==> config.mk <==
export PLATFORM = sky130hd
export DESIGN_NAME = rsc_kernel
export DESIGN_NICKNAME = d
export VERILOG_FILES = /design/src/design/rsc_pkg.sv /design/src/design/rsc_kernel.sv
export SDC_FILE = /design/constraint.sdc
export NUM_CORES = 1
export LEC_CHECK = 0
export CAP_MARGIN = 20
export CORE_MARGIN = 4
export CORE_UTILIZATION = 56
export DETAILED_ROUTE_END_ITERATION = 10
export DONT_BUFFER_PORTS = 1
export PLACE_DENSITY_LB_ADDON = 0.3
export SYNTH_ARGS = -nofsm -noshare
export SYNTH_HDL_FRONTEND = slang
export SYNTH_SLANG_ARGS = --single-unit
==> constraint.sdc <==
create_clock -name clk -period 12.3 [get_ports clk]
set_input_delay 0.615 -clock clk [delete_from_list [all_inputs] [get_ports clk]]
set_output_delay 0.615 -clock clk [all_outputs]
set_load 0.01 [all_outputs]
==> src/design/rsc_pkg.sv <==
// Shared types and constants of the RGB 3x3 sharpen filter.
`timescale 1ns / 1ps

package rsc_pkg;

    localparam int PIX_CH_W = 8;
    localparam int PIX_W    = 3 * PIX_CH_W;

    // Configuration port
    localparam int COLS_CFG_W = 11;
    localparam int ROWS_CFG_W = 13;
    localparam int CFG_IDX_W  = 1;
    localparam int CFG_DATA_W = 13;

    localparam logic [CFG_IDX_W-1:0] CFG_IMAGE_COLS = 1'b0;
    localparam logic [CFG_IDX_W-1:0] CFG_IMAGE_ROWS = 1'b1;

    localparam logic [COLS_CFG_W-1:0] COLS_RESET = 11'd1024;
    localparam logic [ROWS_CFG_W-1:0] ROWS_RESET = 13'd4096;

    // Smallest frame edge that still has an interior pixel
    localparam int MIN_SIZE = 3;

    // Result coordinates
    localparam int OUT_ROW_W = 12;
    localparam int OUT_COL_W = 10;

    localparam int IN_TDATA_W  = 24;
    localparam int OUT_TDATA_W = 48;
    localparam int OUT_PAD_W   = OUT_TDATA_W - OUT_ROW_W - OUT_COL_W - PIX_W;

    typedef struct packed {
        logic [PIX_CH_W-1:0] red;
        logic [PIX_CH_W-1:0] green;
        logic [PIX_CH_W-1:0] blue;
    } pix_t;

    typedef struct packed {
        logic [OUT_ROW_W-1:0] row;
        logic [OUT_COL_W-1:0] col;
        logic                 last;
    } pos_t;

endpackage

==> src/design/rsc_kernel.sv <==
// Sharpen kernel arithmetic: weighted sum stage, divide by nine and saturate stage.
`timescale 1ns / 1ps

module rsc_kernel
    import rsc_pkg::*;
(
    input  logic                   clk,
    input  logic                   rst_n,
    input  logic                   win_valid,
    output logic                   win_ready,
    input  pos_t                   win_pos,
    input  pix_t [8:0]             window,
    output logic                   m_tvalid,
    input  logic                   m_tready,
    output logic [OUT_TDATA_W-1:0] m_tdata,
    output logic                   m_tlast
);

    localparam int SUM_W  = 12;
    localparam int DIFF_W = 13;
    localparam int PROD_W = 25;
    // floor(x / 9) == (x * 7282) >> 16 for 0 <= x < 4096
    localparam logic [PROD_W-1:0] DIV9_RECIP = 25'd7282;
    localparam int DIV9_SHIFT = 16;
    localparam int QUOT_W = PROD_W - DIV9_SHIFT;

    logic                                dif_valid_reg;
    pos_t                                dif_pos_reg;
    logic signed [2:0][DIFF_W-1:0]       dif_val_reg;
    logic signed [2:0][DIFF_W-1:0]       dif_val_next;

    logic                                out_valid_reg;
    pos_t                                out_pos_reg;
    logic [PIX_W-1:0]                    out_pix_reg;
    logic [PIX_W-1:0]                    out_pix_next;

    logic out_free;
    logic dif_free;

    assign out_free  = !out_valid_reg || m_tready;
    assign dif_free  = !dif_valid_reg || out_free;
    assign win_ready = dif_free;

    // 10 * centre - neighbours == 11 * centre - sum of all nine
    always_comb
    begin
        logic [SUM_W-1:0] sum;
        logic [SUM_W-1:0] c11;
        logic [PIX_W-1:0] w;
        for (int ch = 0; ch < 3; ch++)
        begin
            sum = '0;
            for (int k = 0; k < 9; k++)
            begin
                w   = window[k];
                sum = sum + SUM_W'(w[ch*PIX_CH_W +: PIX_CH_W]);
            end
            w   = window[4];
            c11 = SUM_W'(w[ch*PIX_CH_W +: PIX_CH_W]) * SUM_W'(11);
            dif_val_next[ch] = $signed({1'b0, c11}) - $signed({1'b0, sum});
        end
    end

    // Negative sums truncate toward zero and clip to zero; large ones clip to 255
    always_comb
    begin
        logic [PROD_W-1:0] prod;
        logic [QUOT_W-1:0] quot;
        for (int ch = 0; ch < 3; ch++)
        begin
            prod = PROD_W'(dif_val_reg[ch][DIFF_W-2:0]) * DIV9_RECIP;
            quot = prod[PROD_W-1:DIV9_SHIFT];
            if (dif_val_reg[ch][DIFF_W-1])
            begin
                out_pix_next[ch*PIX_CH_W +: PIX_CH_W] = '0;
            end
            else if (quot > QUOT_W'(255))
            begin
                out_pix_next[ch*PIX_CH_W +: PIX_CH_W] = '1;
            end
            else
            begin
                out_pix_next[ch*PIX_CH_W +: PIX_CH_W] = quot[PIX_CH_W-1:0];
            end
        end
    end

    always_ff @(posedge clk or negedge rst_n)
    begin
        if (!rst_n)
        begin
            dif_valid_reg <= 1'b0;
            out_valid_reg <= 1'b0;
        end
        else
        begin
            if (dif_free)
            begin
                dif_valid_reg <= win_valid;
            end
            if (out_free)
            begin
                out_valid_reg <= dif_valid_reg;
            end
        end
    end

    always_ff @(posedge clk)
    begin
        if (win_valid && dif_free)
        begin
            dif_pos_reg <= win_pos;
            dif_val_reg <= dif_val_next;
        end
        if (dif_valid_reg && out_free)
        begin
            out_pos_reg <= dif_pos_reg;
            out_pix_reg <= out_pix_next;
        end
    end

    pix_t out_pix;
    assign out_pix  = pix_t'(out_pix_reg);
    assign m_tvalid = out_valid_reg;
    assign m_tlast  = out_pos_reg.last;
    assign m_tdata  = {{OUT_PAD_W{1'b0}}, out_pix.blue, out_pix.green, out_pix.red,
                       out_pos_reg.col, out_pos_reg.row};

endmodule

==> results of run 1 <==
worst reg2reg max path: cells and delay by family, from the launching register on:
| family | cells | cell delay [ns] |
|---|---|---|
| fa+ha+maj | 6 | 2.67 |
| compound gates | 6 | 1.62 |
| buf+inv | 4 | 0.21 |
| flops | 1 | 0.51 |
synth_stat cells (all sizes together), types with 2 or more instances:
cell / n
inv: 384
fa: 312
ha: 304
edfxtp: 109
a21oi: 69
xnor2: 45
xor2: 26
o21ai: 25
nand2: 22
a21o: 19
nor2: 15
a31oi: 9
nand2b: 9
nand4: 9
nor2b: 8
o21bai: 8
or2: 8
nand3: 7
nor3: 7
a211oi: 6
buf: 5
o211ai: 5
o21a: 5
and2: 4
o31ai: 4
a22oi: 3
maj3: 3
nand3b: 3
a2111oi: 2
dfrtp: 2
nand4b: 2
nor4: 2
o311ai: 2
o31a: 2
per-layer routing:
layer  track usage [%]  up-vias  routed length, µm
met5                 0        -                  0
met4              2.89        0                283
met3              2.62       18               1550
met2              33.2      252              15200
met1              28.2     4771              14200
li1                  -     4714                  -
through the flow:
| stage | hold slack, ns | worst slack [ns] | instances | area [µm²] | utilization [%] |
|---|---|---|---|---|---|
| 2_1_floorplan | 0.319 | 7.44 | 1463 | 17200 | - |
| 5_1_grt | 0.329 | 6.60 | 1866 | 18000 | 60.0 |
| 3_5_place_dp | 0.319 | 6.95 | 1849 | 17700 | 59.0 |
| 3_3_place_gp | 0.319 | 7.06 | 1849 | 17700 | 59.0 |
| 4_1_cts | 0.332 | 6.92 | 1866 | 18000 | 60.0 |
| 6_report | 0.347 | 6.99 | 1866 | 18000 | 60.0 |
layout make-up:
| cell class | instances | share of cell area, % |
|---|---|---|
| multi-input combinational | 963 | 69.0 |
| sequential | 111 | 18.5 |
| inverter | 384 | 8.02 |
| tap | 390 | 2.71 |
| clock buffer | 9 | 1.25 |
| clock inverter | 7 | 0.432 |
| timing repair buffer | 2 | 0.0975 |
layout by cell type (no fill, tap or decap), types with 3 or more instances in the layout:
| master | n |
|---|---|
| inv_1 | 384 |
| fa_1 | 312 |
| ha_1 | 304 |
| edfxtp_1 | 109 |
| a21oi_1 | 67 |
| xnor2_1 | 44 |
| xor2_1 | 26 |
| nand2_1 | 22 |
| o21ai_0 | 20 |
| a21o_1 | 19 |
| nor2_1 | 15 |
| nand2b_1 | 9 |
| nand4_1 | 9 |
| clkbuf_16 | 9 |
| or2_2 | 8 |
| o21bai_1 | 8 |
| nor2b_1 | 8 |
| a31oi_1 | 7 |
| nor3_1 | 7 |
| nand3_1 | 7 |
| o21a_1 | 5 |
| o21ai_1 | 4 |
| o211ai_1 | 4 |
| maj3_1 | 3 |
| nand3b_1 | 3 |
| a211oi_2 | 3 |
| a211oi_1 | 3 |
| o31ai_1 | 3 |
final timing paths:
path	slack (ns)	start	depth (start not counted)	endpoint
setup / recovery	6.99	dif_val_reg[20]	16	out_pix[10]
hold / removal	0.35	win_pos[19]	0	dif_pos_reg[19]
setup reg to reg	6.99	dif_val_reg[20]	16	out_pix[10]
hold reg to reg	0.42	dif_pos_reg[3]	0	m_tdata[14]
max in group asynchronous	11.70	rst_n	1	m_tvalid
min in group asynchronous	0.48	rst_n	1	dif_valid_reg
kinds of logic (layout without fill, tap and decap cells):
logic type,Yosys count,count (layout)
other cells,1,2
flops,111,111
xor+xnor,71,71
buf+inv,389,402
compound gates,169,169
fa+ha+maj,619,619
simple gates,102,102
==> results.toml, run 1 <==
[logic_synthesis]
yosysTopAreaCellShare_pct = 36.3
synth_compound_gate_area_share_pct = 6.61
synth.avg_cell_area_um2 = 11.8
synth_xor_xnor_area_share_pct = 3.66
ys_warn_count = 0
ys_top_cells_by_area = "fa_1 36%, ha_1 22%, edfxtp_1 19%, inv_1 8.4%, xnor2_1 2.2%"
synth_top_area_cell = "fa_1"
synthesis.area_um2 = 17200
async_flop_share_pct = 1.80
syn_inst = 1462
ys_types = 63
ys_seq_area_share_pct = 19.3
synthSimpleGateAreaFrac_pct = 3.18
ys_ff_latch = 111
synthFlopType = "edfxtp_1"
synth_fa_ha_area_share_pct = 58.6
synth_edf_count = 109
synth_mux_area_share_pct = 0
synth_top_family_by_area = "adder cells"

[clock_tree]
htreeDepth = 3
path_clk_slew_ns = 0.08
clock_sinks = 111
cts_tree = "yes"
cts_buffers = 9
clockBufferDepth = 2
insertion_delay_ns = 0.36
root_buffer = "clkbuf_16"
holdBufCountCts = 1
cts_resized = 0
post_cts_buffers = 0

[critical_path]
cp_num_buf_inv = 4
arrival_ns = 5.38
cp_cell_sequence = "fa_1, ha_1, inv_1, fa_1, inv_1, fa_1, inv_1, fa_1, inv_1, ha_1, a21oi_2, o21ai_0, a22oi_2, a31oi_4, o41ai_2, a21oi_1"
worstPathRequired_ns = 12.37
crit_path_max_incr_delay_ns = 0.70
slowest_stage = "o41ai_2"
start_kind = "register"
critPathTopFamily = "adder cells"
worstPathMaxFanout = 8
crit_path_end_kind = "register"
path_class = "register to register"

[floorplanning]
initial_utilization_pct = 57.4
design.core.area_um2 = 30000
die_w_um = 183
die_h_um = 183
row_count = 63
die-area_um2 = 33600
io_pins = 294

[layout]
largest_reg_flops = 39
antenna_cells = 0
drive_above_1_share_pct = 2.78
layout.nets = 2330
seqCellArea_um2 = 3320
n_fill_cell = 2416
multi_input_area_um2 = 12400
syn_to_final_growth_pct = 4.59

[global_routing]
antenna_found_initial = 0
grt_start_max_net_pins = 63
grt_pass1_vias = 11100
grt-ovfl-total = 0
grt_pass1_wl_mm = 53.7
grt_use_total_pct = 19.7

[sta]
finalCriticalPeriod_ns = 5.31
finClkSkew_ns = 0.0110
maxSlewViolCount = 0
rsz0062_at_grt = "false"
relSlewSlack_pct = 32.0
max_freq_mhz = 188
setup_viol = 0
period_share_pct = 43.2
worstMarginPinSlew_ns = 1.02
fin_setup_tns_ns = 0
hold_violations = 0

[placement]
routabilityCongestion = 0.858
post-dp-hpwl_mm = 28.7
portBuffers = 0

[routing]
antenna_left = 0
firstDrtPassIters = 5
drc = 0
routed_wl_mm = 31.2
drt_iter0_drc = 453
drt-vias-per-instance = 5.23
route.vias.total = 9755
routedWlPerCell_um = 16.7

[run]
drv_cap = 0

[outcome]
outcome = "finished clean"

[worst_hold_path]
hp-class = "input port to register"
Power of run 1 is not shown: default switching activity piles up to over one toggle a cycle in this logic, so the estimate is an artifact.
==> run 2, diff against run 1 <==
- ABC_AREA: default -> 1
- clock period: 12.3 -> 4.4 ns (I/O delays scaled with it)
==> results.toml, run 2 <==
[floorplanning]
die_h_um = 190
initial_utilization_pct = 56.9
row_count = 66
die_w_um = 190
die-area_um2 = 36100
design.core.area_um2 = 32600
io_pins = 294

[routing]
route.vias.total = 12400
drt-vias-per-instance = 5.09
drc = 0
routed_wl_mm = 37.5
firstDrtPassIters = 5
antenna_left = 0
routedWlPerCell_um = 15.4
drt_iter0_drc = 496

[sta]
max_freq_mhz = 227
period_share_pct = 100
finalCriticalPeriod_ns = 4.41
hold_violations = 0
relSlewSlack_pct = 47.7
worstMarginPinSlew_ns = 0.784
setup_viol = 3
maxSlewViolCount = 0
worst_slack_ns = -0.0122
rsz0062_at_grt = "true"
finClkSkew_ns = 0.0215

[critical_path]
slowest_stage = "fa_1"
worstPathRequired_ns = 4.53
crit_path_max_incr_delay_ns = 0.54
crit_path_end_kind = "register"
cp_cell_sequence = "fa_1, ha_1, inv_2, fa_1, inv_2, fa_1, inv_2, fa_1, inv_2, ha_4, nand2_4, nor2_4, inv_2, nor2_4, nand3_2, nand3_2, nand2_2, nand2_4, nand3b_1, nand2_1, inv_1"
worstPathMaxFanout = 8
r2r_slack_ns = -0.01
arrival_ns = 4.54
start_kind = "register"
path_class = "register to register"
cpMostUsedCell = "inv_2"

[outcome]
outcome = "finished with violations"
violations = "negative setup slack"

[logic_synthesis]
ys_ff_latch = 111
yosysTopAreaCellShare_pct = 33.7
synth_compound_gate_area_share_pct = 4.68
synthFlopType = "edfxtp_1"
ys_types = 39
synth_mux_area_share_pct = 0
synthSimpleGateAreaFrac_pct = 10.7
synthTopCellsByCount = "478 x inv_1, 312 x fa_1, 304 x ha_1"
synth_top_family_by_area = "adder cells"
async_flop_share_pct = 1.80
synth_most_common_cell = "inv_1"
ys_top_cells_by_area = "fa_1 34%, ha_1 20%, edfxtp_1 18%, inv_1 9.7%, nand2_1 4.9%"
synth_top_area_cell = "fa_1"
synthesis.area_um2 = 18600
synth_xor_xnor_area_share_pct = 2.50
syn_inst = 1871
synth.avg_cell_area_um2 = 9.92
ys_seq_area_share_pct = 17.9
synth_edf_count = 109
ys_warn_count = 0
synth_fa_ha_area_share_pct = 54.2

[global_routing]
grt_use_total_pct = 21.4
grt_pass1_wl_mm = 63.5
grt_pass1_vias = 13600
grt-ovfl-total = 0
grt_start_max_net_pins = 48
antenna_found_initial = 0

[layout]
drive_above_1_share_pct = 15.2
final_common_cell = "inv_1"
syn_to_final_growth_pct = 13.8
antenna_cells = 0
fin_area_um2 = 21100
mostFrequentLayoutCells = "447 x inv_1, 307 x fa_1, 266 x ha_1"
largest_reg_flops = 39
layout.nets = 2852

[clock_tree]
root_buffer = "clkbuf_16"
insertion_delay_ns = 0.38
htreeDepth = 3
cts_buffers = 9
clock_sinks = 111
cts_tree = "yes"
path_clk_slew_ns = 0.08
clockBufferDepth = 2

[placement]
portBuffers = 0
postPlaceCellArea_um2 = 19600
post-dp-hpwl_mm = 33.2
routabilityCongestion = 0.907

[run]
drv_cap = 0

[worst_hold_path]
hp-class = "input port to register"
## run 2: changes by cell type after synthesis, sizes merged, moves of 6 or more
cell    delta
a21o       -6
o21bai     +9
nand2    +236
nand4      +7
nor2      +74
nand2b     -9
nand3     +43
nor2b      -8
inv      +103
xnor2     -29
nor3       +6
a21oi      +6
xor2      +11
## run 2: per-layer routing
layer / GRT usage (%) / wire length (µm) / vias up
li1: - / - / 6084
met1: 29.1 / 16900 / 6004
met2: 37.1 / 18600 / 313
met3: 3.36 / 1610 / 29
met4: 3.48 / 306 / 0
met5: 0 / 0 / -
## run 2: worst max-delay path, delay by kind of cell (launching register included)
family	cells	cell delay, ns
adder cells (fa/ha/maj)	6	2.67
AND/OR/NAND/NOR	9	0.79
flip-flops	1	0.43
buffers and inverters	6	0.28
## run 2: timing repair
action / in CTS / in global routing
buffers inserted: 12 / 12
hold endpoints to repair: 25 / 0
setup endpoints to repair: 24 / 24
pin swaps: 28 / 75
hold buffers: 24 / 0
resized for setup: 46 / 137
## run 2: cell families after synthesis
group / count (synthesis)
fa+ha+maj: 617
buf+inv: 491
compound gates: 151
other cells: 1
simple gates: 447
xor+xnor: 53
flops: 111
## run 2: final cells by class
class,instances,area [µm²]
Clock buffer,9,225
Clock inverter,7,85.1
Fill cell,2589,11500
Inverter,489,1840
Multi-Input combinational cell,1270,14200
Sequential cell,111,3320
Tap cell,442,553
Timing Repair Buffer,112,920
## run 2: path summary, 6_finish.rpt
check | from | end | cells past startpoint
max reg2reg | dif_val_reg[28] | out_pix[17] | 21
max in group asynchronous | rst_n | dif_valid_reg | 1
min in group asynchronous | rst_n | m_tvalid | 1
min | win_valid | dif_valid_reg | 2
min reg2reg | dif_pos_reg[17] | m_tdata[6] | 0
max | dif_val_reg[28] | out_pix[17] | 21
## run 2: through the flow
step	utilization (%)	cells	TNS (ns)	worst slack, ns	hold WS (ns)
detailed placement	60.1	2377	-1.59	-0.143	-0.0755
floorplan	-	1872	0	0.00434	-0.0756
finish	64.8	2440	-0.0205	-0.0122	0.0575
global placement	60.1	2377	-0.250	-0.0480	-0.0755
global route	64.8	2440	-2.58	-0.175	0.0642
CTS	62.8	2429	0	0.000191	0.0479
Power of run 2 is left out for the same reason.
==> run 3, diff against run 2 <==
--- a/config.mk
+++ b/config.mk
@@ -9,2 +9,3 @@
 export CAP_MARGIN = 20
+export CORE_ASPECT_RATIO = 0.6
 export CORE_MARGIN = 4
==> constraint.sdc (replaced) <==
create_clock -name clk -period 4.4 [get_ports clk]
set_input_delay 0.66 -clock clk [delete_from_list [all_inputs] [get_ports clk]]
set_output_delay 0.66 -clock clk [all_outputs]
set_load 0.01 [all_outputs]
==> results.toml, run 3 (same netlist as run 2, synthesis figures left out) <==
[clock_tree]
cts_buffers = 9
clock_sinks = 111
cts_tree = "yes"
insertion_delay_ns = 0.37
path_clk_slew_ns = 0.09
htreeDepth = 3
clockBufferDepth = 2
root_buffer = "clkbuf_16"

[sta]
finClkSkew_ns = 0.0199
setup_viol = 10
relSlewSlack_pct = 44.0
maxSlewViolCount = 0
worst_slack_ns = -0.0899
worstMarginPinSlew_ns = 0.839
rsz0062_at_grt = "true"
max_freq_mhz = 223
period_share_pct = 102
finalCriticalPeriod_ns = 4.49
hold_violations = 0

[placement]
portBuffers = 0
routabilityCongestion = 0.939
post-dp-hpwl_mm = 39.3
pre_cts_ws_ns = -0.413

[layout]
largest_reg_flops = 39
final_common_cell = "inv_1"
layout.nets = 2903
syn_to_final_growth_pct = 16.3
mostFrequentLayoutCells = "444 x inv_1, 304 x fa_1, 258 x ha_1"
drive_above_1_share_pct = 19.9
antenna_cells = 0

[floorplanning]
initial_utilization_pct = 57.0
io_pins = 294
design.core.area_um2 = 32500
die_w_um = 243
row_count = 51
die-area_um2 = 36200
die_h_um = 149

[global_routing]
grt_pass1_vias = 13700
grt-ovfl-total = 0
antenna_found_initial = 0
grt_start_max_net_pins = 48
grt_use_total_pct = 25.0
grt_pass1_wl_mm = 71.3

[routing]
wl_met1_mm = 21.2
top_layer_used = "met4"
routed_wl_mm = 44.6
routedWlPerCell_um = 18.0
drt-vias-per-instance = 5.20
wl_met3_mm = 3.70
route.vias.total = 12900
antenna_left = 0
drt_iter0_drc = 760
firstDrtPassIters = 5
drc = 0
dr_wl_met2_mm = 19.2

[outcome]
violations = "negative setup slack"
outcome = "finished with violations"

[worst_hold_path]
hp-class = "input port to register"
whs_path_depth = 0

[critical_path]
worstPathMaxFanout = 3
path_class = "register to register"
crit_path_end_kind = "register"
cp_cell_sequence = "buf_4, inv_1, fa_1, inv_1, ha_1, xor2_1, ha_1, a21o_1, fa_1, ha_1, ha_4, buf_4, nand2_1, buf_4, nor2_1, a21oi_1, a21oi_1, nand3b_1, nand2_1, inv_1"
arrival_ns = 4.62
critPathTopFamily = "adder cells"
worstPathRequired_ns = 4.53
worst-path-stages = 20
reg2reg_depth = 20
cp_num_buf_inv = 6
start_kind = "register"
crit_path_max_incr_delay_ns = 0.54
slowest_stage = "fa_1"

[run]
drv_cap = 0
==> run 3: changes by cell type in the layout (fill, tap and decap cells not counted), moves of 4 or more <==
cell | previous run | this run
a21oi_1 | 61 | 50
a21oi_2 | 13 | 23
buf_4 | 83 | 157
dlygate4sd3_1 | 24 | 1
ha_1 | 266 | 258
ha_4 | 35 | 40
inv_2 | 39 | 43
nand2_2 | 36 | 31
nand2_4 | 10 | 14
o21ai_0 | 25 | 19
o21ai_1 | 4 | 10
==> run 3: area by class of cell <==
cell class | instances | area, µm²
inverters | 489 | 1840
multi-input cells | 1270 | 14400
flip-flops and latches | 111 | 3320
clock buffers | 10 | 229
well taps | 424 | 531
fillers | 2499 | 11000
clock inverters | 6 | 61.3
repair buffers | 163 | 1240
==> run 3: per-layer routing <==
metal,up-vias,GRT usage (%)
met3,31,5.26
met4,0,3.81
li1,6167,-
met1,6171,38.8
met2,486,37.2
met5,-,0
==> run 3: path summary, 6_finish.rpt <==
path | startpoint | endpoint | slack, ns
max in group asynchronous | rst_n | m_tvalid | 3.74
max | dif_val_reg[29] | out_pix[17] | -0.09
max reg2reg | dif_val_reg[29] | out_pix[17] | -0.09
min reg2reg | dif_pos_reg[5] | m_tdata[16] | 0.42
min | win_pos[20] | dif_pos_reg[20] | 0.37
min in group asynchronous | rst_n | dif_valid_reg | 0.53
==> run 3: per-stage QoR <==
stage | TNS, ns | util, % | instances | hold slack [ns] | area [µm²]
finish | -0.222 | 66.3 | 2473 | 0.375 | 21600
global route | -3.20 | 66.3 | 2473 | 0.361 | 21600
CTS | -0.0141 | 64.4 | 2460 | 0.367 | 21000
detailed placement | -7.23 | 61.9 | 2430 | 0.364 | 20100
global placement | -3.75 | 61.9 | 2430 | 0.364 | 20100
floorplan | -0.250 | - | 1872 | 0.364 | 18600
==> run 3: repair_timing <==
item	CTS	global route
setup endpoints to repair	23	30
buffers inserted	13	13
endpoints found under the hold margin	2	0
resized for setup	83	130
pin swaps	52	60
hold buffers	1	0
Power of run 3 is left out for the same reason.
